<file path="config.mk">
export PLATFORM = sky130hd
export DESIGN_NAME = cbs_mul
export DESIGN_NICKNAME = d
export VERILOG_FILES = /design/src/hdl/cbs_pkg.sv /design/src/hdl/cbs_mul.sv
export SDC_FILE = /design/constraint.sdc
export NUM_CORES = 2
export LEC_CHECK = 0
export BUFFER_PORTS_ARGS = -buffer_cell sky130_fd_sc_hd__buf_2
export CORE_AREA = 2 2 372 374
export DETAILED_ROUTE_END_ITERATION = 16
export DIE_AREA = 0 0 374 376
export PLACE_DENSITY_LB_ADDON = 0.05
export SYNTH_ARGS = -nofsm -noshare
export SYNTH_HDL_FRONTEND = slang
export SYNTH_SLANG_ARGS = --single-unit
</file>
<file path="constraint.sdc">
create_clock -name i_clk -period 10.1 [get_ports i_clk]
set_clock_uncertainty 0.05 [all_clocks]
set_input_delay 1.515 -clock i_clk [delete_from_list [all_inputs] [get_ports i_clk]]
set_output_delay 1.515 -clock i_clk [all_outputs]
set_load 0.05 [all_outputs]
</file>
<file path="src/hdl/cbs_pkg.sv">
`timescale 1ns / 1ps
// ----------------------------------------------------------------------------
// Console buss saturation package
// Shared widths, fixed-point constants, divider handshake types and the
// reciprocal table used by the Taylor series sine.
// ----------------------------------------------------------------------------
package cbs_pkg;

    localparam int SAMPLE_BITS = 24;

    // Shared multiplier operands and product.
    localparam int MUL_W  = 33;
    localparam int PROD_W = 2 * MUL_W;

    // Divider widths: dividend, divisor and the quotient bits kept.
    localparam int DIV_NUM_W = 64;
    localparam int DIV_DEN_W = 33;
    localparam int DIV_Q_W   = 32;
    localparam int DIV_CNT_W = $clog2(DIV_NUM_W);

    // Configuration port.
    localparam int CFG_IDX_W  = 2;
    localparam int CFG_DATA_W = 24;
    localparam logic [CFG_IDX_W-1:0] CFG_TARGET_GAIN = 2'd0;
    localparam logic [CFG_IDX_W-1:0] CFG_SERVO_TRIM  = 2'd1;
    localparam logic [CFG_IDX_W-1:0] CFG_BASS_TRIM   = 2'd2;

    localparam logic [16:0] TARGET_RESET = 17'd65536;
    localparam logic [23:0] SERVO_RESET  = 24'd109951;
    localparam logic [23:0] BASS_RESET   = 24'd83886;

    // Fixed-point constants (Q30 signal, Q12.20 chase rate, Q40 servo).
    localparam logic signed [31:0] ONE_Q30     = 32'sd1073741824;
    localparam logic signed [31:0] NEG_ONE_Q30 = -32'sd1073741824;
    localparam logic signed [31:0] HALF_PI_Q30 = 32'sd1686629713;
    localparam logic signed [31:0] NEG_HALF_PI = -32'sd1686629713;
    localparam logic [30:0]        HALF_PI_U   = 31'd1686629713;
    localparam logic [31:0] RATE_FLOOR     = 32'd367001600;
    localparam logic [31:0] RATE_CAP       = 32'd2621440000;
    localparam logic [31:0] RATE_DECAY_MUL = 32'd4294537799;
    localparam logic [31:0] RATE_DECAY_SUB = 32'd10486;
    localparam logic [19:0] SERVO_MUL      = 20'd549756;
    localparam logic signed [61:0] DC_LIMIT = 62'sd1 <<< 60;
    localparam logic signed [61:0] DC_NEG_LIMIT = -(62'sd1 <<< 60);

    // Output conversion from Q30 to the sample format.
    localparam int OUT_SHIFT = 32 - SAMPLE_BITS;
    localparam logic signed [33:0] OUT_ROUND =
        (OUT_SHIFT == 0) ? 34'sd0 : (34'sd1 <<< (OUT_SHIFT - 1));
    localparam logic signed [33:0] OUT_MAX = (34'sd1 <<< (SAMPLE_BITS - 1)) - 34'sd1;
    localparam logic signed [33:0] OUT_MIN = -(34'sd1 <<< (SAMPLE_BITS - 1));

    // Scaling of the sample by the Q30 gain back to Q30.
    localparam int SCALE_SHIFT = SAMPLE_BITS - 2;
    localparam logic signed [PROD_W-1:0] SCALE_ROUND =
        {{(PROD_W-1){1'b0}}, 1'b1} << (SAMPLE_BITS - 3);

    typedef struct packed {
        logic start;
    } t_div_ctl;

    typedef struct packed {
        logic busy;
        logic done;
    } t_div_sts;

    // Taylor term divisor (2k)(2k+1) for term index k-1.
    function automatic logic [8:0] sin_div(input logic [2:0] k);
        logic [8:0] d;
        case (k)
            3'd0: d = 9'd6;
            3'd1: d = 9'd20;
            3'd2: d = 9'd42;
            3'd3: d = 9'd72;
            3'd4: d = 9'd110;
            3'd5: d = 9'd156;
            3'd6: d = 9'd210;
            default: d = 9'd272;
        endcase
        return d;
    endfunction

    // floor(2^34 / divisor); the quotient estimate is exact or one low.
    function automatic logic [31:0] sin_recip(input logic [2:0] k);
        logic [31:0] r;
        case (k)
            3'd0: r = 32'd2863311530;
            3'd1: r = 32'd858993459;
            3'd2: r = 32'd409044504;
            3'd3: r = 32'd238609294;
            3'd4: r = 32'd156180628;
            3'd5: r = 32'd110127366;
            3'd6: r = 32'd81808900;
            default: r = 32'd63161283;
        endcase
        return r;
    endfunction

endpackage

</file>
<file path="src/hdl/cbs_mul.sv">
`timescale 1ns / 1ps
// ----------------------------------------------------------------------------
// Shared multiplier
// Signed multiply with a registered product.
// ----------------------------------------------------------------------------
module cbs_mul (
    input  logic                                i_clk,
    input  logic signed [cbs_pkg::MUL_W-1:0]    i_a,
    input  logic signed [cbs_pkg::MUL_W-1:0]    i_b,
    output logic signed [cbs_pkg::PROD_W-1:0]   o_p
);

    logic signed [cbs_pkg::PROD_W-1:0] r_p;

    always_ff @(posedge i_clk) begin
        r_p <= i_a * i_b;
    end

    assign o_p = r_p;

endmodule

</file>
==> flow_results.org <==
** Status
- Result of the run :: finished, final reports clean

** Die
- Number of primary I/O pins :: 133
- The floorplan has 136 rows.
- DIE HEIGHT :: 376 µm
- The floorplan step set the die width to 374 µm.
- Initial core utilization :: 29.8%
- In this run the standard cell core region covers 137000 µm².
- Die outline area :: 141000 µm²

** Hold path
- The startpoint identified for the worst hold timing path is i_b[0].
- Hold path cells :: 3
- The worst hold path terminates at o_p[0].
- Type of the most critical hold path :: input port to register

** Synthesis
- Number of synthesized register bits :: 66
- Ranked by instance count, the synthesized netlist is headed by fa_1 (1145), inv_1 (1131), and2_1 (562).
- The portion of synthesized area spent on multiplexers is 0%.
- Combinational family with the most area after synthesis :: adder cells
- Ys flop type :: dfxtp_1
- Largest cells by area after synthesis :: fa_1 (56%), inv_1 (10%), and2_1 (8.6%)
- Counting every instance in the synthesized netlist gives 4338.
- Of the synthesized area, sequential elements account for 3.24%.
- Netlist area before placement :: 40700 µm²
- In this run, distinct cell masters in the synthesized netlist total 80.
- Simple-gate share of the synthesized area :: 15.8%
- Number of warning messages in the yosys log :: 0
- Post-synthesis share of cell area spent on full adders, half adders and majority gates :: 62.9%
- Synthesis produced a netlist with a net count of 5767.
- Syn_area_per_cell :: 9.39 µm²
- Among all cell types in the netlist, the one instantiated most often is fa_1.
- EDFF count, synth :: 0
- Compound-Gate Fraction of Synth Area :: 4.07%
- Top cell type by total area after synthesis :: fa_1
- Of all flip-flops after synthesis, the portion carrying an async set or reset was 0%.
- Fraction of synthesized cell area in xor and xnor cells :: 1.46%
- Of the post-synthesis cell area, the dominant cell type holds 56.3%.

** Clock tree
- In this run the clock root is driven by a clkbuf_16.
- TritonCTS built the clock tree.
- Clock-pin slew reported for the worst setup and hold paths after clock tree synthesis :: 0.08 ns
- The number of setup buffers added after CTS is 0.
- The clock passes through at most 2 buffers.
- Cts hold-fix bufs :: 0
- Clock sink count :: 66
- CTS resizes :: 0
- Clock tree synthesis inserted a total of 9 buffers.
- In this run the number of H-tree levels came out at 3.

** STA
- Headroom to the max-slew limit came out at 39.0%.
- Fmax :: 0.108 GHz
- Setup repair after global routing missed its margin :: false
- Post-layout min period :: 9.27 ns
- Pins Over Slew Limit :: 0
- The number of hold violations in the final report is 0.
- For the pin with the worst max-slew slack, the measured transition is 0.915 ns.
- Sum of negative setup slack :: 0 ns
- Setup violations remaining at the end of the flow were counted as 0.
- Final clock period utilization by the worst path :: 91.7%

** Critical path
- Kind of critical path :: input port to register
- Data required time of the critical path :: 10.34 ns
- Nature of the critical path endpoint :: register
- At the worst endpoint, the arrival time is 9.51 ns.
- The worst setup path is launched from an input port.
- Max Fanout on Critical Path :: 30

** Placement
- Weighted congestion at the end of routability-driven global placement :: 0.812
- Detailed placement finished with a half-perimeter wire length of 119 mm.
- Count of buffers from port buffering :: 132

** Route
- For this run, the detailed router's first-pass iteration total came to 7.
- DRC viols :: 0
- Dividing the detail-routed wire length by the instance count gives 22.3 µm.
- The routed layout has 27900 vias.
- In this run, the number of DRC markers left after iteration 0 of detailed routing was 1032.
- Aggregate routed wire length :: 138 mm
- Once detail routing completed, the nets flagged for antenna violations numbered 0.
- In the routed layout, each cell is associated on average with a via count of 4.49.

** Global routing
- The initial antenna violation count came to 10.
- Global routing finished with a remaining overflow of 0.
- Via count of the first global-routing pass :: 32000
- Gr usage total :: 20.5%
- Entering global routing, the biggest net connects 34 pins.
- The first global-routing pass estimated 212 mm of wire.

** Flow run
- Max-cap violations in this run came to 0.

** Layout
- Compared with the post-synthesis result, the final layout area differs by 8.79%.
- Final-stage net count :: 5835
- Share of layout cells above drive strength 1 :: 7.48%
- The register with the most flip-flops in the layout has 66 of them.
-- through the flow --
| stage | util, % | worst slack (ns) | instance area, µm² | cells | hold slack [ns] |
|---|---|---|---|---|---|
| after floorplan | - | 1.30 | 40700 | 4338 | 1.59 |
| after global placement | 32.2 | 0.265 | 44000 | 6189 | 1.93 |
| after detailed placement | 32.2 | 0.283 | 44000 | 6189 | 1.93 |
| after CTS | 32.4 | 0.737 | 44300 | 6205 | 1.63 |
| after global routing | 32.4 | 0.540 | 44300 | 6205 | 1.66 |
| final | 32.4 | 0.834 | 44300 | 6212 | 1.67 |
-- critical path, stage by stage --
cell and delay, ns:
buf_2 0.63, buf_4 0.31, and2_1 0.15, fa_1 0.43, fa_1 0.50, inv_1 0.07, fa_1 0.53, inv_1 0.05
fa_1 0.49, fa_1 0.66, fa_1 0.46, fa_1 0.49, inv_1 0.05, fa_1 0.48, inv_1 0.05, ha_1 0.34
a21oi_1 0.48, o21ai_0 0.27, a22oi_1 0.26, buf_4 0.20, nor2_1 0.08, a211oi_4 0.37, buf_12 0.18, a21oi_2 0.08
nor4b_2 0.26, a311oi_1 0.08
-- cell type report --
type                            instances  area [µm²]
Timing Repair Buffer                  278        1870
Sequential cell                        66        1320
Antenna cell                            7        17.5
Clock inverter                          4        51.3
Inverter                             1131        4250
Tap cell                             1794        2240
Multi-Input combinational cell       2920       34300
Fill cell                           14600       92300
Clock buffer                           12         246
-- cell families (layout without fill, tap and decap cells) --
family                     after synthesis  count (layout)
and+or+nand+nor                       1271            1271
other                                    0               7
adders and majority gates             1362            1362
xor gates and xnor gates                68              68
AOI/OAI and AO/OA                      219             219
buffers and inverters                 1352            1425
DFF                                     66              66
-- per-layer routing --
layer	track usage, %	up-vias	share of wire [%]
li1	-	12500	-
met1	25.4	15000	41
met2	39.1	310	55
met3	1.47	83	1.9
met4	3.81	8	1.8
met5	0	-	0.035
-- worst max path at each step --
stage	startpoint	slack [ns]	endpoint	cells after the start
after floorplan	i_a[32]	1.30	o_p[62]	23
after global placement	i_b[7]	0.26	o_p[65]	25
after detailed placement	i_b[7]	0.28	o_p[57]	25
after CTS	i_b[7]	0.74	o_p[57]	25
after global routing	i_b[7]	0.54	o_p[65]	25
final	i_b[14]	0.83	o_p[58]	26
-- cell usage in the layout (no fill, tap or decap), types with 3 or more instances in the layout --
cell type	synthesis	layout
nand3_1	25	25
and3_1	5	5
and2_1	562	562
and4_1	5	5
nand2_1	551	551
buf_2	11	132
clkbuf_16	0	9
buf_12	0	9
diode_2	0	7
a211oi_2	3	3
a21oi_2	3	3
o21ai_0	25	25
xnor2_1	43	43
o31ai_4	3	3
xor2_1	25	25
a21o_1	36	36
nand4_1	11	11
o211ai_1	4	4
or2_2	3	3
nor3_1	7	7
a211oi_1	7	7
o21ai_1	6	6
nor2_1	68	68
a21oi_1	57	57
nand2b_1	12	12
dfxtp_1	66	66
nor2b_1	5	5
inv_1	1131	1131
fa_1	1145	1144
buf_4	0	137
o21a_1	6	6
a31oi_1	8	8
or3_1	3	3
o21bai_1	11	11
ha_1	217	217
a211o_1	6	6
Power is left out: the tool's default activity adds up to more than one toggle a clock period on the data nets, which glitch-free logic cannot reach.
