**src/hdl/cbs_pkg.sv**
```systemverilog
`timescale 1ns / 1ps
// ----------------------------------------------------------------------------
// Console buss saturation package
// Shared widths, fixed-point constants, divider handshake types and the
// reciprocal table used by the Taylor series sine.
// ----------------------------------------------------------------------------
package cbs_pkg;

    localparam int SAMPLE_BITS = 24;

    // Shared multiplier operands and product.
    localparam int MUL_W  = 33;
    localparam int PROD_W = 2 * MUL_W;

    // Divider widths: dividend, divisor and the quotient bits kept.
    localparam int DIV_NUM_W = 64;
    localparam int DIV_DEN_W = 33;
    localparam int DIV_Q_W   = 32;
    localparam int DIV_CNT_W = $clog2(DIV_NUM_W);

    // Configuration port.
    localparam int CFG_IDX_W  = 2;
    localparam int CFG_DATA_W = 24;
    localparam logic [CFG_IDX_W-1:0] CFG_TARGET_GAIN = 2'd0;
    localparam logic [CFG_IDX_W-1:0] CFG_SERVO_TRIM  = 2'd1;
    localparam logic [CFG_IDX_W-1:0] CFG_BASS_TRIM   = 2'd2;

    localparam logic [16:0] TARGET_RESET = 17'd65536;
    localparam logic [23:0] SERVO_RESET  = 24'd109951;
    localparam logic [23:0] BASS_RESET   = 24'd83886;

    // Fixed-point constants (Q30 signal, Q12.20 chase rate, Q40 servo).
    localparam logic signed [31:0] ONE_Q30     = 32'sd1073741824;
    localparam logic signed [31:0] NEG_ONE_Q30 = -32'sd1073741824;
    localparam logic signed [31:0] HALF_PI_Q30 = 32'sd1686629713;
    localparam logic signed [31:0] NEG_HALF_PI = -32'sd1686629713;
    localparam logic [30:0]        HALF_PI_U   = 31'd1686629713;
    localparam logic [31:0] RATE_FLOOR     = 32'd367001600;
    localparam logic [31:0] RATE_CAP       = 32'd2621440000;
    localparam logic [31:0] RATE_DECAY_MUL = 32'd4294537799;
    localparam logic [31:0] RATE_DECAY_SUB = 32'd10486;
    localparam logic [19:0] SERVO_MUL      = 20'd549756;
    localparam logic signed [61:0] DC_LIMIT = 62'sd1 <<< 60;
    localparam logic signed [61:0] DC_NEG_LIMIT = -(62'sd1 <<< 60);

    // Output conversion from Q30 to the sample format.
    localparam int OUT_SHIFT = 32 - SAMPLE_BITS;
    localparam logic signed [33:0] OUT_ROUND =
        (OUT_SHIFT == 0) ? 34'sd0 : (34'sd1 <<< (OUT_SHIFT - 1));
    localparam logic signed [33:0] OUT_MAX = (34'sd1 <<< (SAMPLE_BITS - 1)) - 34'sd1;
    localparam logic signed [33:0] OUT_MIN = -(34'sd1 <<< (SAMPLE_BITS - 1));

    // Scaling of the sample by the Q30 gain back to Q30.
    localparam int SCALE_SHIFT = SAMPLE_BITS - 2;
    localparam logic signed [PROD_W-1:0] SCALE_ROUND =
        {{(PROD_W-1){1'b0}}, 1'b1} << (SAMPLE_BITS - 3);

    typedef struct packed {
        logic start;
    } t_div_ctl;

    typedef struct packed {
        logic busy;
        logic done;
    } t_div_sts;

    // Taylor term divisor (2k)(2k+1) for term index k-1.
    function automatic logic [8:0] sin_div(input logic [2:0] k);
        logic [8:0] d;
        case (k)
            3'd0: d = 9'd6;
            3'd1: d = 9'd20;
            3'd2: d = 9'd42;
            3'd3: d = 9'd72;
            3'd4: d = 9'd110;
            3'd5: d = 9'd156;
            3'd6: d = 9'd210;
            default: d = 9'd272;
        endcase
        return d;
    endfunction

    // floor(2^34 / divisor); the quotient estimate is exact or one low.
    function automatic logic [31:0] sin_recip(input logic [2:0] k);
        logic [31:0] r;
        case (k)
            3'd0: r = 32'd2863311530;
            3'd1: r = 32'd858993459;
            3'd2: r = 32'd409044504;
            3'd3: r = 32'd238609294;
            3'd4: r = 32'd156180628;
            3'd5: r = 32'd110127366;
            3'd6: r = 32'd81808900;
            default: r = 32'd63161283;
        endcase
        return r;
    endfunction

endpackage

```
**src/hdl/cbs_div.sv**
```systemverilog
`timescale 1ns / 1ps
// ----------------------------------------------------------------------------
// Iterative divider
// Unsigned restoring division, one quotient bit per cycle.
// ----------------------------------------------------------------------------
module cbs_div (
    input  logic                                i_clk,
    input  logic                                i_rst_n,
    input  cbs_pkg::t_div_ctl                   i_ctl,
    input  logic [cbs_pkg::DIV_NUM_W-1:0]       i_num,
    input  logic [cbs_pkg::DIV_DEN_W-1:0]       i_den,
    output cbs_pkg::t_div_sts                   o_sts,
    output logic [cbs_pkg::DIV_Q_W-1:0]         o_quot
);

    logic [cbs_pkg::DIV_NUM_W-1:0] r_num;
    logic [cbs_pkg::DIV_DEN_W-1:0] r_rem;
    logic [cbs_pkg::DIV_DEN_W-1:0] r_den;
    logic [cbs_pkg::DIV_CNT_W-1:0] r_cnt;
    logic                          r_busy;
    logic                          r_done;

    logic [cbs_pkg::DIV_DEN_W:0]   w_shift;
    logic [cbs_pkg::DIV_DEN_W:0]   w_diff;
    logic                          w_ge;

    always_comb begin
        w_shift = {r_rem, r_num[cbs_pkg::DIV_NUM_W-1]};
        w_diff  = w_shift - {1'b0, r_den};
        w_ge    = (w_shift >= {1'b0, r_den});
    end

    always_ff @(posedge i_clk) begin
        if (!i_rst_n) begin
            r_busy <= 1'b0;
            r_done <= 1'b0;
            r_cnt  <= '0;
        end else begin
            r_done <= 1'b0;
            if (i_ctl.start) begin
                r_busy <= 1'b1;
                r_cnt  <= '0;
            end else if (r_busy) begin
                r_cnt <= r_cnt + 1'b1;
                if (r_cnt == {cbs_pkg::DIV_CNT_W{1'b1}}) begin
                    r_busy <= 1'b0;
                    r_done <= 1'b1;
                end
            end
        end
    end

    always_ff @(posedge i_clk) begin
        if (i_ctl.start) begin
            r_num <= i_num;
            r_rem <= '0;
            r_den <= i_den;
        end else if (r_busy) begin
            r_rem <= w_ge ? w_diff[cbs_pkg::DIV_DEN_W-1:0] : w_shift[cbs_pkg::DIV_DEN_W-1:0];
            r_num <= {r_num[cbs_pkg::DIV_NUM_W-2:0], w_ge};
        end
    end

    assign o_sts.busy = r_busy;
    assign o_sts.done = r_done;
    assign o_quot     = r_num[cbs_pkg::DIV_Q_W-1:0];

endmodule

```
**config.mk**
```make
export PLATFORM = sky130hd
export DESIGN_NAME = cbs_div
export DESIGN_NICKNAME = d
export VERILOG_FILES = /design/src/hdl/cbs_pkg.sv /design/src/hdl/cbs_div.sv
export SDC_FILE = /design/constraint.sdc
export NUM_CORES = 1
export LEC_CHECK = 0
export ABC_CLOCK_PERIOD_IN_PS = 5300
export BUFFER_PORTS_ARGS = -buffer_cell sky130_fd_sc_hd__buf_2
export CORE_UTILIZATION = 42
export DETAILED_ROUTE_END_ITERATION = 8
export PLACE_DENSITY_LB_ADDON = 0.1
export SKIP_CTS_REPAIR_TIMING = 1
export SYNTH_ARGS = -nofsm -noshare
export SYNTH_HDL_FRONTEND = slang
export SYNTH_SLANG_ARGS = --single-unit
```
**constraint.sdc**
```tcl
create_clock -name i_clk -period 5.3 [get_ports i_clk]
set_clock_uncertainty 0.15 [all_clocks]
set_input_delay 1.325 -clock i_clk [delete_from_list [all_inputs] [get_ports i_clk]]
set_output_delay 1.325 -clock i_clk [all_outputs]
set_load 0.03 [all_outputs]
```
==> flow_summary.yaml, run 1 <==
power_and_ir_drop:
  power.share.combinational: 0.186
  swShare: 0.295
  seqPwrFrac: 0.436
  pwr-share-clk: 0.378
  p_sw_mw: 0.886
  p_int_mw: 2.12
  worst_ir_drop_vdd_mv: 0.222
  power_leakage_nw: 3.58
  powerDensity_nw_per_um2: 343
critical_path:
  critPathMaxFanout: 27
  slowest_stage: "nand2_2"
  crit_path_end_kind: "flop"
  setup.worst_path.class: "flop to flop"
  crit_chain: "inv_1 > ha_1 > inv_1 > fa_1 > a211oi_2 > o21ai_1 > nor2b_1 > o21a_4 > o2111a_2 > o31ai_4 > nand2_2 > mux2i_1 > a211oi_1"
  worstPathArrival_ns: 3.97
  cp_num_buf_inv: 2
  required_ns: 5.48
  critical-path-max-stage-delay_ns: 0.50
  crit_path_start_kind: "flop"
  cp_top_family: "compound AO/OA/AOI/OAI gates"
  path_depth: 13
  worst_r2r_path_depth: 13
  cp_common_cell: "inv_1"
global_routing:
  grt_pass1_wl_mm: 27.1
  grt_max_degree: 67
  first_global_vias: 5515
  antenna_found_initial: 1
  overflow: 0
  grt.total_usage: 0.187
die:
  die_h_um: 136
  start_util: 0.434
  rows: 48
  design.core.area_um2: 17400
  fp.dieArea_um2: 18500
  die_x_um: 136
  pin_count: 134
worst_hold_path:
  holdPathStages: 2
  hold_class: "flop to flop"
detailed_routing:
  drcViolationCount: 0
  dr.pass1.iters: 4
  vias_per_cell: 5.30
  ant_nets: 0
  vias: 5363
  wirelength_mm: 16.3
  avgRoutedWirePerCell_um: 16.1
  first_iter_violations: 323
synth:
  synth.area.top_cells: "edfxtp_1 (39%), dfxtp_1 (11%), mux2_2 (9.4%), ha_1 (5.6%), buf_4 (3.4%)"
  yosys.area.top_type: "edfxtp_1"
  synthTopCellsByCount: "edfxtp_1 (97), mux2_2 (63), nor2_1 (56)"
  syn-instance-count: 674
  synth_top_area_share: 0.385
  ys.flop_type: "edfxtp_1"
  ys_ff_latch: 138
  async_flop_share: 0
  synthesis.nets: 809
  synth_edf_count: 97
  synth.most_common_cell: "edfxtp_1"
  syn_area_per_cell_um2: 11.2
  yosys.cell_types.count: 66
  netlist_area_um2: 7560
  seq_area_frac_synth: 0.494
  yosysWarningCount: 0
cells_and_area:
  finalNetCount: 908
  fin_area_um2: 8750
  num-fill-cells: 1634
  stdcell_count: 1012
  syn_to_final_growth_pct: 15.7
  drive_above_1_share: 0.312
sta:
  hold_viol: 0
  worst_slack_ns: 1.51
  period_share: 0.715
  drv_slew: 0
  rsz0062_at_grt: "no"
  period_needed_ns: 3.79
  fmax_mhz: 264
  fin_tns_setup_ns: 0
  whs_ns: 0.351
  relSlewSlack: 0.479
  finalSetupViolations: 0
  worstMarginPinSlew_ns: 0.778
clocking:
  cts_max_path_buffers: 2
  clock-sinks: 138
  cts_root_buffer: "clkbuf_16"
  h-tree-depth: 4
  insertion_delay_ns: 0.42
  numCtsBuffers: 17
  tritoncts: "built"
  clk_pin_slew_worst_paths_ns: 0.07
place:
  port_buffers: 133
  place_area_um2: 8190
  pre_cts_ws_ns: 1.52
  dp.cells: 979
  gp_congestion: 0.788
  post-dp-hpwl_mm: 11.3
outcome:
  status: "finished, final reports clean"
run:
  drv_cap: 0
==> cell usage in the layout, fill, tap and decap left out, types with 8 or more instances in the layout <==
| cell type | netlist | routed |
|---|---|---|
| xnor2_1 | 18 | 18 |
| buf_2 | 4 | 132 |
| mux2i_1 | 16 | 16 |
| o21ai_0 | 25 | 25 |
| dfxtp_1 | 41 | 40 |
| mux2_2 | 63 | 63 |
| a21o_1 | 11 | 11 |
| a211oi_1 | 23 | 23 |
| clkbuf_16 | 0 | 17 |
| xor2_1 | 9 | 9 |
| a21oi_1 | 29 | 29 |
| ha_1 | 34 | 34 |
| nand3_1 | 11 | 11 |
| nand2_1 | 37 | 36 |
| inv_1 | 39 | 39 |
| a311oi_1 | 8 | 8 |
| edfxtp_1 | 97 | 97 |
| nor2_1 | 56 | 56 |
==> worst register-to-register path: stages, from the launching register on <==
cell and delay [ns]:
edfxtp_1 0.39, inv_1 0.07, ha_1 0.17, inv_1 0.06, fa_1 0.45, a211oi_2 0.24, o21ai_1 0.12, nor2b_1 0.16
o21a_4 0.23, o2111a_2 0.32, o31ai_4 0.29, nand2_2 0.50, mux2i_1 0.26, a211oi_1 0.30
==> final cells by class <==
type / instances / area, µm² / share of cell area
diodes: 1 / 2.50 / 0.000286
clock buffers: 17 / 425 / 0.0486
clock inverters: 15 / 131 / 0.0150
inverters: 41 / 154 / 0.0176
multi-input cells: 438 / 3310 / 0.378
flip-flops and latches: 138 / 3730 / 0.427
well taps: 225 / 282 / 0.0322
repair buffers: 137 / 711 / 0.0812
==> cell families (layout without fill, tap and decap cells) <==
group                      after synthesis  count (layout)  synth area share
AOI/OAI and AO/OA                      144             144             0.135
xor gates and xnor gates                27              27            0.0313
adders and majority gates               35              35            0.0589
buffers and inverters                   98             210            0.0687
DFF                                    138             138             0.494
muxes                                   79              79             0.115
other                                    0               1                 0
and+or+nand+nor                        153             153            0.0971
==> per-layer routing <==
layer,routed length [µm],global-route usage,part of all wire
met1,7520,0.238,0.46
met2,7460,0.291,0.46
met3,1090,0.0701,0.067
met4,180,0.0642,0.011
met5,18,0,0.0011
==> through the flow <==
stage	power [mW]	util
after floorplan	1.77	-
after global placement	1.88	0.470
after detailed placement	1.89	0.470
after CTS	3.04	0.502
after global routing	3.15	0.502
final	3.01	0.503
==> power by group through the flow <==
stage	registers, mW	clock network [mW]	logic, mW
floorplan	1.32	0	0.452
global placement	1.33	0	0.553
detailed placement	1.33	0	0.561
CTS	1.31	1.16	0.564
global route	1.32	1.21	0.622
finish	1.31	1.14	0.560
==> worst paths after layout <==
| check | startpoint | endpoint | slack [ns] |
|---|---|---|---|
| max | r_num[63] | r_rem[27] | 1.51 |
| min | r_rem[22] | r_rem[22] | 0.35 |
| max reg2reg | r_num[63] | r_rem[27] | 1.51 |
| min reg2reg | r_rem[22] | r_rem[22] | 0.35 |
==> registers in the layout, indices dropped and copies added, names as in the netlist <==
signal,flops
r_cnt,6
r_den,33
r_done,1
r_num,64
r_busy,1
r_rem,33
(Power assumes the default switching activity.)
==> run 2, diff against run 1 <==
- ABC_CLOCK_PERIOD_IN_PS: 5300 -> 3400
- clock period: 5.3 -> 3.4 ns (I/O delays scaled with it)
==> flow_summary.yaml, run 2 (same netlist as run 1, synthesis figures left out) <==
global_routing:
  first_global_vias: 5562
  grt.total_usage: 0.186
  grt_pass1_wl_mm: 26.8
  overflow: 0
  grt_max_degree: 65
  antenna_found_initial: 0
cells_and_area:
  syn_to_final_growth_pct: 17.5
  drive_above_1_share: 0.326
  regMostFlops: "r_num"
  num-fill-cells: 1626
  fin_area_um2: 8890
  final_cell_mix: "buf_2 (132), edfxtp_1 (97), mux2_2 (63), nor2_1 (56), dfxtp_1 (40)"
  finalNetCount: 922
  largest_register_ffs: 64
  layout_commonest_cell: "buf_2"
  diodes: 0
  utilization: 0.510
  stdcell_count: 1025
  reg_top3: "r_num: 64 flops, r_den: 33 flops, r_rem: 33 flops"
clocking:
  clock-sinks: 138
  cts_root_buffer: "clkbuf_16"
  insertion_delay_ns: 0.42
  numCtsBuffers: 17
  h-tree-depth: 4
  clk_pin_slew_worst_paths_ns: 0.06
  tritoncts: "built"
  cts_max_path_buffers: 2
worst_hold_path:
  hold_class: "flop to flop"
sta:
  relSlewSlack: 0.520
  drv_slew: 0
  fmax_mhz: 309
  worstMarginPinSlew_ns: 0.720
  fin_tns_setup_ns: 0
  period_share: 0.953
  hold_viol: 0
  period_needed_ns: 3.24
  worst_slack_ns: 0.161
  finalSetupViolations: 0
  whs_ns: 0.343
outcome:
  status: "finished, final reports clean"
power_and_ir_drop:
  seqPwrFrac: 0.442
  p_int_mw: 3.31
  power.share.combinational: 0.195
  pwr-share-clk: 0.363
  powerDensity_nw_per_um2: 520
  total_power_mw: 4.62
  worst_ir_drop_vdd_mv: 0.358
  swShare: 0.285
  p_sw_mw: 1.32
  power_leakage_nw: 3.63
detailed_routing:
  first_iter_violations: 235
  ant_nets: 0
  drcViolationCount: 0
  vias: 5380
  dr.pass1.iters: 4
  avgRoutedWirePerCell_um: 15.8
  vias_per_cell: 5.25
  wirelength_mm: 16.2
critical_path:
  worst_r2r_path_depth: 14
  crit_path_start_kind: "flop"
  critPathMaxFanout: 5
  worstPathArrival_ns: 3.42
  crit_path_end_kind: "flop"
  ff2ff_setup_slack_ns: 0.16
  r2r_start: "r_num[63]"
  endpoint: "r_rem[16]"
  reg2reg_to: "r_rem[16]"
  setup.worst_path.class: "flop to flop"
  required_ns: 3.58
  startpoint: "r_num[63]"
die:
  pin_count: 134
  die_x_um: 136
  rows: 48
  start_util: 0.434
  fp.dieArea_um2: 18500
  die_h_um: 136
  design.core.area_um2: 17400
place:
  port_buffers: 133
  pre_cts_ws_ns: -0.0145
  gp_congestion: 0.810
  post-dp-hpwl_mm: 11.5
  dp.cells: 988
  place_area_um2: 8290
run:
  drv_cap: 0
-- run 2: metal layers --
layer	track usage	vias up	share of wire
met5	0	-	0
met4	0.0654	0	0.012
met3	0.0660	17	0.072
met2	0.300	143	0.47
met1	0.228	2546	0.45
li1	-	2674	-
-- run 2: area by class of cell --
cell class / count / area [µm²] / share of cell area
clock buffer: 20 / 437 / 0.0491
multi-input combinational: 438 / 3330 / 0.375
timing repair buffer: 151 / 853 / 0.0960
clock inverter: 12 / 95.1 / 0.0107
tap: 225 / 282 / 0.0317
sequential: 138 / 3730 / 0.420
inverter: 41 / 154 / 0.0173
-- run 2: worst min path at each step --
stage	from	to	slack, ns	cells after the start
after floorplan	r_cnt[5]	r_done	0.30	2
after global placement	r_cnt[5]	r_cnt[5]	0.32	2
after detailed placement	r_rem[24]	r_rem[24]	0.33	2
after CTS	r_rem[24]	r_rem[24]	0.34	2
after global routing	r_rem[7]	r_rem[7]	0.37	2
final	r_rem[24]	r_rem[24]	0.34	2
-- run 2: power groups by stage --
stage	clock network, mW	registers (mW)	logic (mW)
2_1_floorplan	0	2.06	0.704
3_3_place_gp	0	2.08	0.878
3_5_place_dp	0	2.08	0.889
4_1_cts	1.73	2.05	0.895
5_1_grt	1.79	2.06	0.997
6_report	1.68	2.05	0.901
-- run 2: worst max-delay path, cell delays in order, from the launching register on --
cell,delay [ns]
edfxtp_1,0.38
inv_1,0.07
ha_1,0.16
inv_1,0.06
fa_2,0.35
a211oi_2,0.22
o21ai_1,0.10
nor2b_1,0.15
o21a_4,0.24
o2111a_2,0.30
o31a_4,0.38
nor2_8,0.14
buf_4,0.15
nand2_1,0.06
a311oi_2,0.25
